$ cat src/rtl/visibility_convolutional_gridder_defines.svh
// Assertion macros for the visibility convolutional gridder
`ifndef VISIBILITY_CONVOLUTIONAL_GRIDDER_DEFINES_SVH
`define VISIBILITY_CONVOLUTIONAL_GRIDDER_DEFINES_SVH
`define VCG_ASSERT_IMPL(label, clk, rst_n, ante, cons) \
  label: assert property (@(posedge clk) disable iff (!rst_n) (ante) |-> (cons)) \
    else $error("assertion failed");
`define VCG_ASSERT_NEXT(label, clk, rst_n, ante, cons) \
  label: assert property (@(posedge clk) disable iff (!rst_n) (ante) |=> (cons)) \
    else $error("assertion failed");
`endif

$ cat src/rtl/vcg_pkg.sv
// Shared types and constants for the visibility convolutional gridder
`timescale 1ns / 1ps
package vcg_pkg;
  localparam int OVERSAMPLE = 8;
  localparam int KERNEL_SIDE = 16;
  localparam int MAX_GRID_SIDE = 512;
  localparam logic [1:0] FUNC_LOAD = 2'd0;
  localparam logic [1:0] FUNC_GRID = 2'd1;
  localparam logic [1:0] FUNC_READ = 2'd2;
  localparam logic CFG_UV_SCALE = 1'b0;
  localparam logic CFG_GRID_SIDE = 1'b1;
  localparam int ACC_W = 48;
  localparam int SKIP_W = 9;

  typedef enum logic [2:0] {
    ST_CLEAR,
    ST_IDLE,
    ST_PLACE,
    ST_SWEEP,
    ST_DRAIN,
    ST_READ,
    ST_OUT
  } state_t;

  typedef struct packed {
    logic clear_step;
    logic latch;
    logic place;
    logic sweep_start;
    logic sweep_step;
    logic read_issue;
    logic out_load;
  } cmd_t;

  typedef struct packed {
    logic clear_done;
    logic sweep_last;
    logic pipe_empty;
  } status_t;
endpackage

$ cat src/rtl/vcg_ctrl.sv
// Controller state machine for the visibility convolutional gridder
`timescale 1ns / 1ps
`include "visibility_convolutional_gridder_defines.svh"
module vcg_ctrl (
  input  logic             clk,
  input  logic             rst_n,
  input  logic             in_valid,
  input  logic [1:0]       in_func,
  output logic             in_stall,
  output logic             out_valid,
  input  logic             out_stall,
  input  vcg_pkg::status_t status,
  output vcg_pkg::cmd_t    cmd
);
  vcg_pkg::state_t state_r, state_nxt;
  logic out_valid_r, out_valid_nxt;
  logic take;
  logic out_free;

  assign in_stall = (state_r != vcg_pkg::ST_IDLE);
  assign take = in_valid && !in_stall;
  assign out_valid = out_valid_r;
  assign out_free = !out_valid_r || !out_stall;

  always_comb begin
    state_nxt = state_r;
    unique case (state_r)
      vcg_pkg::ST_CLEAR: if (status.clear_done) state_nxt = vcg_pkg::ST_IDLE;
      vcg_pkg::ST_IDLE: begin
        if (take) begin
          if (in_func == vcg_pkg::FUNC_GRID) state_nxt = vcg_pkg::ST_PLACE;
          else if (in_func == vcg_pkg::FUNC_READ) state_nxt = vcg_pkg::ST_READ;
          else state_nxt = vcg_pkg::ST_OUT;
        end
      end
      vcg_pkg::ST_PLACE: state_nxt = vcg_pkg::ST_SWEEP;
      vcg_pkg::ST_SWEEP: if (status.sweep_last) state_nxt = vcg_pkg::ST_DRAIN;
      vcg_pkg::ST_DRAIN: if (status.pipe_empty) state_nxt = vcg_pkg::ST_OUT;
      vcg_pkg::ST_READ: state_nxt = vcg_pkg::ST_OUT;
      vcg_pkg::ST_OUT: if (out_free) state_nxt = vcg_pkg::ST_IDLE;
      default: state_nxt = vcg_pkg::ST_IDLE;
    endcase
  end

  always_comb begin
    cmd = '0;
    unique case (state_r)
      vcg_pkg::ST_CLEAR: cmd.clear_step = 1'b1;
      vcg_pkg::ST_IDLE: cmd.latch = take;
      vcg_pkg::ST_PLACE: begin
        cmd.place = 1'b1;
        cmd.sweep_start = 1'b1;
      end
      vcg_pkg::ST_SWEEP: cmd.sweep_step = 1'b1;
      vcg_pkg::ST_READ: cmd.read_issue = 1'b1;
      vcg_pkg::ST_OUT: cmd.out_load = out_free;
      default: cmd = '0;
    endcase
  end

  always_comb begin
    out_valid_nxt = out_valid_r;
    if (out_valid_r && !out_stall) out_valid_nxt = 1'b0;
    if (cmd.out_load) out_valid_nxt = 1'b1;
  end

  always_ff @(posedge clk) begin
    if (!rst_n) begin
      state_r <= vcg_pkg::ST_CLEAR;
      out_valid_r <= 1'b0;
    end else begin
      state_r <= state_nxt;
      out_valid_r <= out_valid_nxt;
    end
  end

  `VCG_ASSERT_IMPL(a_no_take_busy, clk, rst_n, state_r != vcg_pkg::ST_IDLE, in_stall)
  `VCG_ASSERT_NEXT(a_out_follows, clk, rst_n, cmd.out_load, out_valid_r)
  `VCG_ASSERT_NEXT(a_out_hold, clk, rst_n, out_valid_r && out_stall, out_valid_r)
  `VCG_ASSERT_IMPL(a_no_out_when_clear, clk, rst_n, state_r == vcg_pkg::ST_CLEAR, !out_valid_r)
endmodule

$ cat config.mk
export PLATFORM = sky130hd
export DESIGN_NAME = vcg_ctrl
export DESIGN_NICKNAME = d
export VERILOG_FILES = /design/src/rtl/vcg_pkg.sv /design/src/rtl/vcg_ctrl.sv
export VERILOG_INCLUDE_DIRS = /design/src /design/src/rtl
export SDC_FILE = /design/constraint.sdc
export NUM_CORES = 1
export LEC_CHECK = 0
export BUFFER_PORTS_ARGS = -buffer_cell sky130_fd_sc_hd__buf_2
export CAP_MARGIN = 40
export CORE_AREA = 2 2 39 41
export CTS_CLUSTER_DIAMETER = 150
export CTS_CLUSTER_SIZE = 14
export DETAILED_ROUTE_END_ITERATION = 10
export DIE_AREA = 0 0 41 43
export PLACE_DENSITY = 0.59
export SLEW_MARGIN = 20
export SYNTH_ARGS = -nofsm -noshare
export SYNTH_HDL_FRONTEND = slang
export SYNTH_SLANG_ARGS = --single-unit
$ cat constraint.sdc
create_clock -name clk -period 1.3 [get_ports clk]
set_clock_uncertainty 0.15 [all_clocks]
set_input_delay 0.26 -clock clk [delete_from_list [all_inputs] [get_ports clk]]
set_output_delay 0.26 -clock clk [all_outputs]
set_load 0.01 [all_outputs]
==> out/results.tsv, run 1 <==
stage	metric	value	unit
status	outcome	finished with violations	
status	failing checks	negative setup slack	
logic_synthesis	Yosys top cell area share	22.5	%
pwr	Tot Pwr	1.45	mW
drt	WL per Instance	10.9	um
setup_path	CP startpoint	state_r[1]$_SDFFE_PN0P_	
logic_synthesis	top-count cell post-synth	nor2_1	
placed_design	dpl ws	-142	ps
final_layout	layout cells sized above 1	69.2	%
setup_path	reg-to-reg slack, setup	-170	ps
drt	DR pass1 iterations	2	
logic_synthesis	Ys Warns	0	
die	row cnt	14	
hold_path	hold path depth	3	
clock_tree	worst skew pair latency	230	ps
final_layout	design area	672	um^2
logic_synthesis	#FFs+latches synth	4	
sta	fin crit share	115	%
global_route	vias in the first global route	386	
setup_path	startpoint types	flop	
drt	residual DRC count	0	
clock_tree	root buf cell	clkbuf_4	
logic_synthesis	synth top area cells	dfxtp_1 23%, buf_4 6.3%, nor2_1 5.3%	
sta	# setup viols final	11	
logic_synthesis	Avg Cell Area, Syn	7.72	um^2
logic_synthesis	post-synthesis cell area	355	um^2
die	total die area	0.00176	mm^2
placed_design	Placed Area	510	um^2
drt	DRT antenna net count	0	
die	Starting Density	25.7	%
setup_path	WS Path Type	reg2out	
hold_path	Hold Path Origin	rst_n	
pwr	peak supply drop	669	uV
setup_path	RR Endpoint	state_r[1]$_SDFFE_PN0P_	
die	Core Area	0.00138	mm^2
die	num ports	18	
drt	Via density	4.59	
hold_path	Worst Hold End	state_r[0]$_SDFFE_PN0P_	
logic_synthesis	number of synthesized flops with an enable pin	0	
global_route	global-route wire length before repair	1410	um
setup_path	critical path endpoint category	output pin	
logic_synthesis	syn nets	55	
job	max_cap viols	0	
drt	DR iter-0 viols	2	
clock_tree	Post-CTS Hold Fix Bufs	0	
final_layout	Post-Layout Cell Count	94	
sta	fmax	671	MHz
placed_design	I/O Buffers	17	
pwr	pwr dens	2160	mW/mm^2
die	Die H	43	um
pwr	Static Leak	0.314	nW
clock_tree	CTS tree	yes	
drt	via count	431	
sta	Worst slew margin	81.8	%
final_layout	final net count	89	
clock_tree	CTS max path bufs	2	
drt	WL met2	575	um
setup_path	R2R depth	5	
sta	Period minus WS final	1490	ps
sta	RSZ-0062 raised after global routing	yes	
clock_tree	H-tree Lvls	1	
global_route	GRT Overall Usage	12.1	%
drt	total wire length	1020	um
drt	met3 wire length	55	um
sta	worst slew pin tran	266	ps
clock_tree	clk slew on worst S/H paths	40	ps
hold_path	worst hold path class	in2reg	
logic_synthesis	Synth cell types	26	
placed_design	Placed Cells	85	
sta	Fin. Hold Viols	0	
logic_synthesis	Synth Flop Type	dfxtp_1	
setup_path	crit path max fanout	5	
global_route	pin count of the biggest net entering global routing	7	
global_route	total gr overflow	0	
die	die width	41	um
sta	Slew Limit Fails	0	
logic_synthesis	largest area contributor in the netlist	dfxtp_1	
sta	final worst slack	-189	ps
logic_synthesis	cell count after synthesis	46	
global_route	initial antenna violation count	0	
clock_tree	clock sinks	4	
setup_path	CP required	890	ps
final_layout	diode count	0	
setup_path	Crit path arrival time	1080	ps
placed_design	routability cong.	0.713	
clock_tree	number of CTS-inserted buffers	3	
drt	met1 wire length	393	um
placed_design	detailed-placement wirelength estimate	765	um
logic_synthesis	sequential share of the synthesized area	22.5	%
logic_synthesis	top cells by count, synth	5 x nor2_1, 4 x dfxtp_1, 4 x nand2_1	
logic_synthesis	Async SR Flop Fraction	0	%
final_layout	P&R area growth vs syn	89.1	%
drt	Top Layer Used	met3	
setup_path	beginning of the worst register-to-register path	state_r[1]$_SDFFE_PN0P_	
sta	hold slack final	185	ps
-- layout by cell type (no fill, tap or decap), types with 2 or more instances in the layout --
| master | synthesis | routed |
|---|---|---|
| buf_4 | 3 | 10 |
| a21oi_1 | 2 | 2 |
| nor3b_2 | 1 | 2 |
| inv_1 | 3 | 3 |
| buf_2 | 0 | 16 |
| nand3_1 | 2 | 2 |
| dfxtp_4 | 0 | 3 |
| nor2_1 | 5 | 4 |
| buf_6 | 1 | 7 |
| clkbuf_4 | 0 | 3 |
| o21ai_0 | 2 | 2 |
| nand2_1 | 4 | 4 |
-- state kept, by name, summed over array words and instances, names as in the netlist --
name / flops
state_r: 3
out_valid: 1
-- how the worst max path moves through the flow --
stage,endpoint,depth (start not counted)
2_1_floorplan,cmd[4],3
3_3_place_gp,state_r[1]$_SDFFE_PN0P_,5
3_5_place_dp,state_r[1]$_SDFFE_PN0P_,5
4_1_cts,cmd[5],4
5_1_grt,cmd[5],4
6_report,cmd[5],4
-- through the flow --
stage	TNS (ps)	utilization, %
floorplan	-42.8	-
global placement	-273	36.9
detailed placement	-441	36.9
CTS	-1460	45.8
global route	-2100	48.6
finish	-1540	48.6
-- metal layers --
metal	track usage (%)	vias up
li1	-	225
met1	10.9	195
met2	22.5	11
met3	1.57	0
met4	8.00	0
met5	0	-
-- cell families (layout without fill, tap and decap cells) --
family / count (synthesis) / after routing / synth area share (%)
DFF: 4 / 4 / 22.5
AOI/OAI and AO/OA: 12 / 12 / 25.7
and+or+nand+nor: 21 / 21 / 35.2
muxes: 1 / 1 / 2.82
buffers and inverters: 8 / 40 / 13.7
-- timing repair --
action	in CTS	in global routing
pin swaps	8	7
setup buffers	5	2
gates resized for setup	18	6
endpoints found under the setup margin	11	11
-- final cells by class --
| type | instances | area [um^2] |
|---|---|---|
| clock buffers | 3 | 22.5 |
| well taps | 16 | 20.0 |
| repair buffers | 34 | 249 |
| multi-input cells | 34 | 278 |
| fillers | 142 | 712 |
| inverters | 3 | 11.3 |
| flip-flops and latches | 4 | 91.3 |
-- where the power goes --
group	switching (mW)	internal [mW]
Clock	0.0467	0.103
Combinational	0.430	0.610
Sequential	0.0716	0.188
-- worst max-delay path: stages, from the launching register on --
cell	delay, ps
dfxtp_4	350
buf_6	120
nor2_4	100
and3_4	180
buf_6	90
Note: power is estimated with default switching activity, not from simulation.
==> inputs of run 2 (changes only) <==
--- a/config.mk
+++ b/config.mk
@@ -6,6 +6,7 @@
 export SDC_FILE = /design/constraint.sdc
 export NUM_CORES = 1
 export LEC_CHECK = 0
+export ABC_AREA = 1
 export BUFFER_PORTS_ARGS = -buffer_cell sky130_fd_sc_hd__buf_2
 export CAP_MARGIN = 40
 export CORE_AREA = 2 2 39 41
@@ -13,7 +14,7 @@
 export CTS_CLUSTER_SIZE = 14
 export DETAILED_ROUTE_END_ITERATION = 10
 export DIE_AREA = 0 0 41 43
-export PLACE_DENSITY = 0.59
+export PLACE_DENSITY = 0.6
 export SLEW_MARGIN = 20
 export SYNTH_ARGS = -nofsm -noshare
 export SYNTH_HDL_FRONTEND = slang
==> run 2 against run 1 <==
Net effect:
- the run still ends with negative setup slack left
- die area is the same
- power shrank 10%
- core utilization shrank 4.8 points
- clock power is essentially flat
- critical path type unchanged
- largest cell class unchanged
==> out/results.tsv, run 2 <==
stage	metric	value	unit
clock_tree	clk slew on worst S/H paths	40	ps
die	Core Area	0.00138	mm^2
sta	Period minus WS final	1500	ps
hold_path	hold path depth	3	
drt	DRT antenna net count	0	
final_layout	final net count	101	
sta	Fin. Hold Viols	0	
logic_synthesis	Yosys top cell area share	22.2	%
final_layout	design area	606	um^2
final_layout	Top reg by flops	state_r	
sta	final worst slack	-197	ps
logic_synthesis	cell count after synthesis	62	
logic_synthesis	largest area contributor in the netlist	dfxtp_1	
pwr	Comb pwr share	67.3	%
sta	worst slew pin tran	207	ps
pwr	peak supply drop	672	uV
setup_path	Crit path arrival time	1090	ps
sta	Worst slew margin	86.1	%
pwr	pwr dens	2140	mW/mm^2
placed_design	detailed-placement wirelength estimate	696	um
placed_design	routability cong.	0.808	
setup_path	crit path max fanout	7	
setup_path	CP required	890	ps
logic_synthesis	Async SR Flop Fraction	0	%
setup_path	critical path endpoint category	output pin	
setup_path	CP max stage delay	370	ps
final_layout	diode count	0	
setup_path	R2R depth	10	
final_layout	commonest non-fill, non-tap cell in the layout	buf_2	
logic_synthesis	sequential share of the synthesized area	22.2	%
hold_path	Worst Hold End	state_r[2]$_SDFFE_PN0P_	
global_route	total gr overflow	0	
die	Starting Density	26.0	%
setup_path	beginning of the worst register-to-register path	state_r[1]$_SDFFE_PN0P_	
hold_path	Hold Path Origin	rst_n	
job	max_cap viols	0	
final_layout	P&R area growth vs syn	68.1	%
final_layout	most frequent cells in the layout	17 x buf_2, 13 x nor2_1, 12 x nand2_1	
clock_tree	worst skew pair latency	230	ps
drt	via count	443	
die	num ports	18	
setup_path	Critical Path, Cell by Cell	buf_4 -> nor3_4 -> buf_2	
pwr	clock share of power	11.7	%
pwr	Static Leak	0.341	nW
global_route	M1 GR Usage	17.4	%
status	failing checks	negative setup slack	
global_route	GR Util met3	3.14	%
die	total die area	0.00176	mm^2
sta	fmax	668	MHz
setup_path	RR Endpoint	state_r[1]$_SDFFE_PN0P_	
pwr	switching part of the total power	44.6	%
placed_design	Placed Area	489	um^2
logic_synthesis	#FFs+latches synth	4	
global_route	vias in the first global route	400	
sta	fin crit share	115	%
die	row cnt	14	
sta	hold slack final	132	ps
setup_path	WS Path Type	reg2out	
status	outcome	finished with violations	
logic_synthesis	post-synthesis cell area	360	um^2
setup_path	reg-to-reg slack, setup	-40	ps
clock_tree	root buf cell	clkbuf_4	
drt	Via density	4.18	
logic_synthesis	number of synthesized flops with an enable pin	0	
setup_path	critical path's slowest cell	dfxtp_4	
logic_synthesis	top-count cell post-synth	nor2_1	
pwr	internal power	0.718	mW
sta	RSZ-0062 raised after global routing	yes	
logic_synthesis	top cells by count, synth	17 x nor2_1, 13 x nand2_1, 7 x inv_1	
sta	# setup viols final	11	
global_route	initial antenna violation count	0	
drt	WL per Instance	9.62	um
drt	residual DRC count	0	
logic_synthesis	Synth Flop Type	dfxtp_1	
logic_synthesis	syn nets	71	
die	die width	41	um
drt	DR pass1 iterations	2	
global_route	GRT Overall Usage	13.3	%
clock_tree	CTS tree	yes	
logic_synthesis	Avg Cell Area, Syn	5.81	um^2
drt	DR iter-0 viols	2	
clock_tree	CTS max path bufs	2	
pwr	Seq pwr share	21.0	%
global_route	met2 usage in global routing	20.6	%
global_route	global-route wire length before repair	1640	um
final_layout	max reg flops	3	
clock_tree	H-tree Lvls	1	
clock_tree	clock sinks	4	
logic_synthesis	Synth cell types	17	
pwr	Psw	0.579	mW
logic_synthesis	synth top area cells	dfxtp_1 22%, nor2_1 18%, nand2_1 14%	
sta	Slew Limit Fails	0	
final_layout	layout cells sized above 1	56.7	%
placed_design	I/O Buffers	17	
drt	total wire length	1020	um
hold_path	worst hold path class	in2reg	
clock_tree	number of CTS-inserted buffers	3	
global_route	pin count of the biggest net entering global routing	8	
global_route	GR peak layer	met2	
clock_tree	Post-CTS Hold Fix Bufs	0	
setup_path	startpoint types	flop	
logic_synthesis	Ys Warns	0	
die	Die H	43	um
==> run 2: cell types whose count changed in the layout (fill, tap and decap cells not counted), moves of 3 or more <==
cell	delta
nor2_1	+9
nand2_1	+8
buf_6	-3
inv_1	+3
nand2_2	+3
nor2_2	+3
==> run 2: final cells by class <==
type                            instances  area (um^2)
Fill cell                             148          778
Multi-Input combinational cell         45          245
Timing Repair Buffer                   29          190
Sequential cell                         4         91.3
Inverter                                9         36.3
Clock buffer                            3         22.5
Tap cell                               16         20.0
==> run 2: kinds of logic (layout without fill, tap and decap cells) <==
family	after synthesis	in the layout	share of synthesized area (%)
flip-flops	4	4	22.2
buffers and inverters	13	41	20.5
AO/OA/AOI/OAI	3	3	4.86
AND/OR/NAND/NOR	42	42	52.4
==> run 2: how the worst max path moves through the flow <==
stage                            startpoint                       to  slack, ps  cells after the start
detailed placement  state_r[2]$_SDFFE_PN0P_  state_r[1]$_SDFFE_PN0P_        -40                      7
global placement    state_r[2]$_SDFFE_PN0P_  state_r[0]$_SDFFE_PN0P_        -50                      7
CTS                 state_r[1]$_SDFFE_PN0P_                   cmd[3]       -210                      4
floorplan           state_r[1]$_SDFFE_PN0P_                   cmd[5]        0.7                      5
global route        state_r[1]$_SDFFE_PN0P_                   cmd[5]       -240                      6
finish              state_r[0]$_SDFFE_PN0P_                   cmd[3]       -200                      3
==> run 2: per-layer routing <==
layer  vias to the layer above  share of wire (%)
li1                        240                  -
met1                       189                 41
met2                        12                 52
met3                         2                4.8
met4                         0                2.0
met5                         -                  0
==> run 2: critical path, delay by kind of cell (launching register included) <==
| kind | cells | cell delay, ps |
|---|---|---|
| buffers and inverters | 2 | 320 |
| flip-flops | 1 | 370 |
| AND/OR/NAND/NOR | 1 | 170 |
==> run 2: per-stage QoR <==
step	cells	util, %	worst slack, ps	TNS (ps)	total power, mW
6_report	106	43.8	-197	-1310	1.30
5_1_grt	106	43.8	-241	-2080	1.42
4_1_cts	106	42.6	-212	-1310	1.25
3_5_place_dp	98	35.4	-36.6	-175	0.915
3_3_place_gp	98	35.4	-54.2	-197	0.910
2_1_floorplan	62	-	0.739	0	0.712
==> run 2: power groups by stage <==
stage	logic (mW)	clock network (mW)	registers (mW)
floorplan	0.518	0	0.194
global route	0.967	0.168	0.282
global placement	0.677	0	0.233
detailed placement	0.681	0	0.234
CTS	0.827	0.159	0.262
finish	0.874	0.151	0.272
==> run 2: what timing repair did <==
item	in CTS	in global routing
setup endpoints to repair	11	11
buffers inserted	5	0
gates cloned	0	0
resized for setup	14	6
pin swaps	5	4
